==> src/sv/rec_out_buf.sv <==
`default_nettype none

// Output register with a skid stage: the upstream side keeps flowing for
// one more word after the downstream side stalls.
module rec_out_buf #(
  parameter int unsigned W = 48
) (
  input  wire logic         clk_i,
  input  wire logic         rst_ni,
  input  wire logic         in_valid_i,
  output logic              in_ready_o,
  input  wire logic [W-1:0] in_data_i,
  output logic              out_valid_o,
  input  wire logic         out_ready_i,
  output logic [W-1:0]      out_data_o
);

  logic         out_valid_q;
  logic [W-1:0] out_data_q;
  logic         skid_valid_q;
  logic [W-1:0] skid_data_q;
  logic         push;
  logic         pop;

  assign in_ready_o  = ~skid_valid_q;
  assign out_valid_o = out_valid_q;
  assign out_data_o  = out_data_q;
  assign push        = in_valid_i & ~skid_valid_q;
  assign pop         = out_valid_q & out_ready_i;

  always_ff @(posedge clk_i or negedge rst_ni) begin
    if (!rst_ni) begin
      out_valid_q  <= 1'b0;
      skid_valid_q <= 1'b0;
    end else begin
      if (push) begin
        if (!out_valid_q || pop) begin
          out_valid_q <= 1'b1;
        end else begin
          skid_valid_q <= 1'b1;
        end
      end else if (pop) begin
        out_valid_q  <= skid_valid_q;
        skid_valid_q <= 1'b0;
      end
    end
  end

  always_ff @(posedge clk_i) begin
    if (push) begin
      if (!out_valid_q || pop) begin
        out_data_q <= in_data_i;
      end else begin
        skid_data_q <= in_data_i;
      end
    end else if (pop && skid_valid_q) begin
      out_data_q <= skid_data_q;
    end
  end

  // Skid holds a word only while the output register is full
  assert property (@(posedge clk_i) disable iff (!rst_ni) skid_valid_q |-> out_valid_q)
    else $error("skid stage full while output register empty");
  // A stalled output word does not change
  assert property (@(posedge clk_i) disable iff (!rst_ni)
    (out_valid_q && !out_ready_i) |=> (out_valid_q && $stable(out_data_q)))
    else $error("output word changed under stall");
  // With the skid full, nothing more is taken
  assert property (@(posedge clk_i) disable iff (!rst_ni)
    (skid_valid_q && !out_ready_i) |=> skid_valid_q)
    else $error("skid word lost");

endmodule

`default_nettype wire

==> config.mk <==
export PLATFORM = sky130hd
export DESIGN_NAME = rec_out_buf
export DESIGN_NICKNAME = d
export VERILOG_FILES = /design/src/sv/rec_out_buf.sv
export SDC_FILE = /design/constraint.sdc
export NUM_CORES = 1
export LEC_CHECK = 0
export BUFFER_PORTS_ARGS = -buffer_cell sky130_fd_sc_hd__buf_2
export CORE_UTILIZATION = 52
export DETAILED_ROUTE_END_ITERATION = 7
export HOLD_SLACK_MARGIN = 0.12
export PLACE_DENSITY_LB_ADDON = 0.12
export REMOVE_ABC_BUFFERS = 1
export SYNTH_ARGS = -nofsm -noshare
export SYNTH_HDL_FRONTEND = slang
export SYNTH_SLANG_ARGS = --single-unit
==> constraint.sdc <==
create_clock -name clk_i -period 6.68 [get_ports clk_i]
set_input_delay 1.67 -clock clk_i [delete_from_list [all_inputs] [get_ports clk_i]]
set_output_delay 1.67 -clock clk_i [all_outputs]
set_load 0.05 [all_outputs]
* Yosys cells after proc, flatten, opt, wreduce, memory -nomap -nowiden *
Cells that the tools add are included.

word-level totals
  latch bits = 0
  RAM bits = 0
  memories = 0
  memory bits (read-only) = 0
  bits in registers = 98

operators by class
  eq/ne operators = 2
  shifts and indexed selects = 0
  $add $sub $neg = 0
  div/mod/pow operators = 0
  reduce and logical (&&, ||, !) cells = 9
  mux-type cells = 9
  bitwise gates (word level) = 4
  multipliers = 0
  magnitude comparators = 0

operators by type and width
  kind                  count
  $mux W48              3
  $reduce_and A2 Y1     4
  $mux W1               6
  $reduce_bool A2 Y1    2
  $and A1 B1 Y1         2
  $ne A2 B1 Y1 const B  1
  $ne A2 B2 Y1 const B  1
  $not A1 Y1            2
  $logic_and A1 B1 Y1   1
  $logic_not A1 Y1      1
  $logic_or A1 B1 Y1    1

* Logic depth before layout (Yosys ltp) *
Gate-level depths: netlist (run 1).

  depth in word-level cells = 4
  depth in mapped cells = 4
  mapped depth without buffers = 2

* Worst setup path after synthesis (run 1) *
OpenSTA, ideal clock, no wires.

  path type = in2reg
  start = in in_valid_i
  end = reg skid_data_q[0], enable pin
  data arrival time = 5276 ps
  setup slack = 891 ps
  required time = 6167 ps
  cell stages on the path = 4
  cell sequence = nand2b_4 > buf_6 > buf_8 > nor3_1

on the way
  longest elaborated chain between the ends = 2

RTL lines
  what                         line  text
  start, declared              10    input wire logic in_valid_i,
  $and A1 B1 Y1                28    assign push = in_valid_i & ~skid_valid_q;
  $reduce_and A2 Y1 (no line)  n/a
  end signal, assigned         54    skid_data_q <= in_data_i;
  end, declared                21    logic [W-1:0] skid_data_q;

No other way between the ends.
A chain may end at the register's enable or synchronous reset.

* Worst setup path after layout (run 1) *
  start = in in_valid_i
  end = reg out_data_q[27], in the netlist out_data_o[27], enable pin

on the way
  longest elaborated chain between the ends = 3

RTL lines
  what                                                          line  text
  $and A1 B1 Y1 *                                               28
  $ne A2 B1 Y1 (no line) or $reduce_bool A2 Y1 (tied branches)  n/a
  $reduce_and A2 Y1 (no line) *                                 n/a
  end signal, assigned                                          52    out_data_q <= in_data_i;
  end signal, assigned                                          57    out_data_q <= skid_data_q;
  end, declared                                                 19    logic [W-1:0] out_data_q;

Mark *: on every way between the ends. The rest lies on a longest branch, timed or not.

==> run_results.csv, run 1 <==
group,metric,value,unit
clocking,cts_buffer_depth,2,
critical_path,crit_slowest_cell,"buf_4",
place,hpwlAfterDp,3560,um
clocking,cts_root_buf,"clkbuf_8",
timing,min_period_over_period,47.4,%
final_layout,diodes,0,
final_layout,syn_to_final_growth,20.9,%
pwr,clockPowerShare,20.4,%
clocking,clk_pin_slew,0.08,ns
critical_path,startpoint_type,"primary input",
worst_hold_path,hold_depth,1,
floorplan,die_y,87.7,um
critical_path,worstPathMaxFanout,51,
final_layout,layout.nets,323,
pwr,sw_frac_of_total,37.3,%
timing,relSlewSlack,35.7,%
critical_path,worstSetupPathType,"in2reg",
pwr,internal-power,1.34,mW
grt,grt_use_total,15.3,%
worst_hold_path,worst_hold_startpoint,"out_valid_o$_DFFE_PN0P_",
grt,grt_remaining_overflow,0,
synthesis,synth_top_area_share,75.5,%
timing,setup_viol,0,
synthesis,synthesis.area,0.00382,mm2
run_status,outcome,"complete, no violations",
synthesis,avgSynthCellArea,23.6,um2
detailed_routing,firstDrtPassIters,4,
pwr,combPwrFrac,36.8,%
floorplan,die_area,0.00769,mm2
place,dp_cells,356,
place,portBuffers,101,
detailed_routing,initialDrtViolationCount,83,
pwr,power_density,462,mW/mm2
detailed_routing,vias,1784,
final_layout,post-route-util,66.5,%
clocking,post_cts_buffers,0,
pwr,ir_worst_vdd,0.489,mV
clocking,cts_buffers,9,
job,drv_cap,0,
clocking,cts_tree,"built",
pwr,seq_power_share,42.8,%
timing,min_period,3.17,ns
timing,hold_ws,0.528,ns
critical_path,end_kind,"flip-flop",
floorplan,die_w,87.7,um
synthesis,seq_area_frac_synth,76.8,%
floorplan,initial_core_util,55.0,%
critical_path,required,6.66,ns
grt,antenna_found_initial,1,
timing,tns,0,ns
detailed_routing,wirelength,5550,um
final_layout,fillers,482,
synthesis,ys_seq_elements,98,
final_layout,layoutNonFillerInstCount,372,
clocking,clock_sinks,98,
synthesis,syn_inst,162,
synthesis,synthTopCellsByArea,"edfxtp_1 76%, mux2_4 18%, buf_12 2.1%, dfrtp_1 1.3%, buf_8 0.39%",
floorplan,core,0.00694,mm2
clocking,clock_latency,0.35,ns
synthesis,yosys_warnings,0,
detailed_routing,drc,0,
synthesis,yosys.area.top_type,"edfxtp_1",
worst_hold_path,min_to,"skid_valid_q$_DFFE_PN0P_",
timing,rsz0062_at_grt,"false",
synthesis,ys_types,15,
floorplan,io_pins,102,
critical_path,max_stage_delay,0.54,ns
detailed_routing,via_per_inst,4.80,
critical_path,rr_worst_depth,3,
timing,fmaxAchievable,0.316,GHz
worst_hold_path,holdCritPathClass,"reg2reg",
clocking,post_cts_resized,0,
critical_path,cp.arrival,3.15,ns
critical_path,r2r_start,"skid_valid_q$_DFFE_PN0P_",
floorplan,rows,30,
grt,grt_max_degree,52,
place,gp_congestion,0.737,
pwr,leakagePower,1.90,nW
clocking,cts_hold_buf,0,
grt,first_global_vias,1722,
clocking,h-tree-depth,3,
critical_path,r2r-end,"out_data_o[27]$_DFFE_PP_",
timing,slew_viol_final,0,
timing,clock_skew,0.00924,ns
pwr,switching_power,0.795,mW
critical_path,path_cells,"buf_2 -> nand2b_4 -> a2bb2oi_4 -> buf_4",
timing,tightest_slew,0.964,ns
detailed_routing,post_drt_wl_per_cell,14.9,um
timing,hold_viol,0,
grt,grt_pass1_wl,8400,um
detailed_routing,ant_nets,0,
final_layout,drive_gt1_share,60.9,%
critical_path,reg2reg_slack,4.40,ns
layout by cell type, fill, tap and decap left out:
master	synthesis	layout
clkinv_1	0	2
o21ai_0	1	1
a21oi_1	2	2
dfrtp_1	2	2
nand2b_4	1	1
mux2_4	47	47
nor3_2	0	1
buf_4	0	3
bufinv_16	0	3
nand2_1	1	1
and2b_1	1	1
clkinvlp_4	0	1
clkbuf_1	0	1
inv_1	2	2
edfxtp_1	96	96
a2bb2oi_4	0	1
clkbuf_8	0	9
buf_2	0	101
mux2_2	1	1
through the flow:
step                setup slack [ns]  total power, mW  area [um2]
finish                          3.51             2.13        4610
global route                    3.40             2.22        4610
CTS                             3.49             2.15        4610
detailed placement              3.11             1.72        4380
global placement                3.15             1.71        4380
floorplan                      0.658             1.55        3710
synth_stat cells:
cell and n:
mux2_4 47, mux2_2 1, nand2_1 1, a21oi_1 2
nand2b_4 1, inv_1 2, buf_12 4, buf_8 1
dfrtp_1 2, o21ai_0 1, buf_6 1, edfxtp_1 96
nor3_1 1, a2bb2oi_1 1, and2b_1 1
power groups by stage:
stage | logic (mW) | registers (mW) | clock network, mW
after CTS | 0.793 | 0.915 | 0.446
after global routing | 0.824 | 0.929 | 0.466
after detailed placement | 0.792 | 0.928 | 0
after global placement | 0.784 | 0.927 | 0
final | 0.784 | 0.914 | 0.436
after floorplan | 0.236 | 1.32 | 0
state kept, by name, summed over array words and instances, names as in the netlist:
name,cells
out_valid_o,1
out_data_o,48
skid_data_q,48
skid_valid_q,1
cell type report:
class	instances	area, um2	share of cell area [%]
Clock buffer	10	128	2.77
Timing Repair Buffer	104	528	11.4
Sequential cell	98	2930	63.6
Clock inverter	6	105	2.28
Inverter	2	7.51	0.163
Multi-Input combinational cell	56	793	17.2
Tap cell	96	120	2.60
per-layer routing:
metal  part of all wire, %  GRT usage, %  vias up
met1                    45          19.6      846
li1                      -             -      854
met2                    46          23.3       75
met4                   1.7          6.71        0
met5                     0             0        -
met3                   7.5          6.03        9
cell families (layout without fill, tap and decap cells):
| group | Yosys count | count (layout) | synth area share [%] |
|---|---|---|---|
| muxes | 48 | 48 | 18.8 |
| AOI/OAI and AO/OA | 4 | 4 | 0.623 |
| buffers and inverters | 8 | 122 | 2.98 |
| and+or+nand+nor | 4 | 4 | 0.786 |
| DFF | 98 | 98 | 76.8 |
worst max-delay path by stage:
stage | slack [ns] | from | end
floorplan | 0.66 | in_valid_i | skid_data_q[0]$_DFFE_PP_
global placement | 3.15 | in_valid_i | out_data_o[22]$_DFFE_PP_
detailed placement | 3.11 | in_valid_i | out_data_o[11]$_DFFE_PP_
CTS | 3.49 | in_valid_i | out_data_o[27]$_DFFE_PP_
global route | 3.40 | in_valid_i | out_data_o[27]$_DFFE_PP_
finish | 3.51 | in_valid_i | out_data_o[27]$_DFFE_PP_
critical path, delay by kind of cell:
kind                   cells  cell delay, ns
AO/OA/AOI/OAI              1            0.31
buffers and inverters      2            0.65
AND/OR/NAND/NOR            1            0.49
Power figures use the tool's default switching activity.
==> run 2: changes to the inputs <==
--- a/config.mk
+++ b/config.mk
@@ -6,7 +6,7 @@
 export NUM_CORES = 1
 export LEC_CHECK = 0
 export BUFFER_PORTS_ARGS = -buffer_cell sky130_fd_sc_hd__buf_2
-export CORE_UTILIZATION = 52
+export CORE_UTILIZATION = 47
 export DETAILED_ROUTE_END_ITERATION = 7
 export HOLD_SLACK_MARGIN = 0.12
 export PLACE_DENSITY_LB_ADDON = 0.12
==> constraint.sdc (replaced) <==
create_clock -name clk_i -period 2.8 [get_ports clk_i]
set_input_delay 0.7 -clock clk_i [delete_from_list [all_inputs] [get_ports clk_i]]
set_output_delay 0.7 -clock clk_i [all_outputs]
set_load 0.05 [all_outputs]
==> run 2 against run 1 <==
Combinational power up 140%. Global-route usage decreased by 0.73 points. Worst setup slack got worse by 2.5 ns. Sequential cell count is the same. Critical endpoint is now in_ready_o. Clock power grew 82%. Critical path depth shrank 2. Utilization decreased by 7.5 points. Register-to-register slack worse by 3.3 ns. Wire length up 4.9%. Power increased by 130%. Design area fell by 0.22%.
==> run_results.csv, run 2 (synthesis results as in run 1) <==
group,metric,value,unit
final_layout,syn_to_final_growth,20.6,%
detailed_routing,drc,0,
place,dp_cells,365,
detailed_routing,vias,1798,
detailed_routing,firstDrtPassIters,3,
job,drv_cap,0,
grt,antenna_found_initial,0,
timing,hold_viol,0,
critical_path,cp-startpoint,"skid_valid_q$_DFFE_PN0P_",
clocking,post_cts_buffers,0,
detailed_routing,wirelength,5820,um
pwr,leakagePower,1.89,nW
grt,grt_use_total,14.6,%
clocking,post_cts_resized,0,
detailed_routing,ant_nets,0,
floorplan,initial_core_util,48.9,%
final_layout,final_common_cell,"buf_2",
place,portBuffers,101,
grt,grt_max_degree,49,
clocking,clock_latency,0.35,ns
timing,relSlewSlack,73.4,%
place,gp_congestion,0.683,
timing,min_period_over_period,63.8,%
final_layout,post-route-util,59.0,%
timing,rsz0062_at_grt,"false",
critical_path,r2r_start,"skid_valid_q$_DFFE_PN0P_",
detailed_routing,met2_length,2950,um
detailed_routing,post_drt_wl_per_cell,15.2,um
floorplan,rows,32,
critical_path,startpoint_type,"flip-flop",
detailed_routing,initialDrtViolationCount,61,
clocking,clock_sinks,98,
critical_path,worstPathMaxFanout,5,
critical_path,worstSetupPathType,"reg2out",
final_layout,layout.nets,327,
timing,hold_ws,0.534,ns
final_layout,layoutNonFillerInstCount,382,
detailed_routing,top_layer_used,"met4",
worst_hold_path,worst_hold_startpoint,"out_valid_o$_DFFE_PN0P_",
clocking,cts_root_buf,"clkbuf_8",
worst_hold_path,holdCritPathClass,"reg2reg",
grt,first_global_vias,1798,
floorplan,core,0.00781,mm2
grt,grt_remaining_overflow,0,
final_layout,final_cell_mix,"101 x buf_2, 96 x edfxtp_1, 47 x mux2_4, 9 x clkbuf_8, 5 x buf_4",
timing,fmaxAchievable,0.560,GHz
timing,tns,0,ns
clocking,clk_pin_slew,0.08,ns
clocking,cts_buffers,9,
timing,min_period,1.79,ns
critical_path,cp.arrival,1.09,ns
timing,tightest_slew,0.399,ns
timing,setup_viol,0,
grt,grt_pass1_wl,9000,um
floorplan,io_pins,102,
critical_path,end_kind,"output pin",
pwr,ir_worst_vdd,0.595,mV
final_layout,drive_gt1_share,61.8,%
final_layout,diodes,0,
detailed_routing,via_per_inst,4.71,
clocking,cts_tree,"built",
floorplan,die_area,0.00849,mm2
floorplan,die_y,92.1,um
floorplan,die_w,92.1,um
place,hpwlAfterDp,3940,um
detailed_routing,wl_met3,306,um
clocking,h-tree-depth,3,
timing,clock_skew,0.00837,ns
run_status,outcome,"complete, no violations",
critical_path,required,2.10,ns
pwr,power_density,1060,mW/mm2
clocking,cts_buffer_depth,2,
detailed_routing,wl_met1,2460,um
timing,slew_viol_final,0,
## run 2: worst max-delay path: stages, from the launching register on
cell and delay [ns]:
dfrtp_1 0.43, inv_1 0.06, buf_2 0.25
## run 2: cell type report
cell class / count / area (um2)
repair buffers: 108 / 573
inverters: 2 / 7.51
flip-flops and latches: 98 / 2930
clock buffers: 10 / 128
fillers: 640 / 3200
multi-input cells: 56 / 793
clock inverters: 6 / 42.5
well taps: 102 / 128
## run 2: timing repair
| item | CTS | global route |
|---|---|---|
| hold endpoints to repair | 2 | 0 |
| endpoints found under the setup margin | 0 | 0 |
| hold buffers | 1 | 0 |
## run 2: power by group
part | internal [mW] | leakage [nW] | total [mW] | switching (mW)
Combinational | 0.539 | 0.891 | 1.91 | 1.37
Clock | 0.325 | 0.0827 | 0.794 | 0.469
Sequential | 2.08 | 0.918 | 2.17 | 0.0934
Total | 2.95 | 1.89 | 4.87 | 1.93
## run 2: worst paths after layout
path / end / slack (ns) / cells after the start
worst max-delay path: in_ready_o / 1.01 / 2
worst min-delay path: skid_valid_q$_DFFE_PN0P_ / 0.53 / 1
worst max register to register: out_data_o[21]$_DFFE_PP_ / 1.07 / 3
worst min register to register: skid_valid_q$_DFFE_PN0P_ / 0.53 / 1
max in group asynchronous: out_valid_o$_DFFE_PN0P_ / 2.03 / 2
min in group asynchronous: skid_valid_q$_DFFE_PN0P_ / 0.68 / 2
## run 2: routing by layer
metal  GRT usage (%)  vias up
li1                -      863
met1            17.2      868
met2            24.3       59
met3            3.48        8
met4            8.59        0
met5               0        -
## run 2: metrics by stage
| step | power [mW] | setup WS (ns) | instance area [um2] |
|---|---|---|---|
| finish | 4.87 | 1.01 | 4600 |
| global route | 5.07 | 0.948 | 4600 |
| CTS | 4.94 | 0.994 | 4600 |
| detailed placement | 4.14 | 0.711 | 4420 |
| global placement | 4.12 | 0.730 | 4420 |
| floorplan | 3.70 | -2.25 | 3710 |
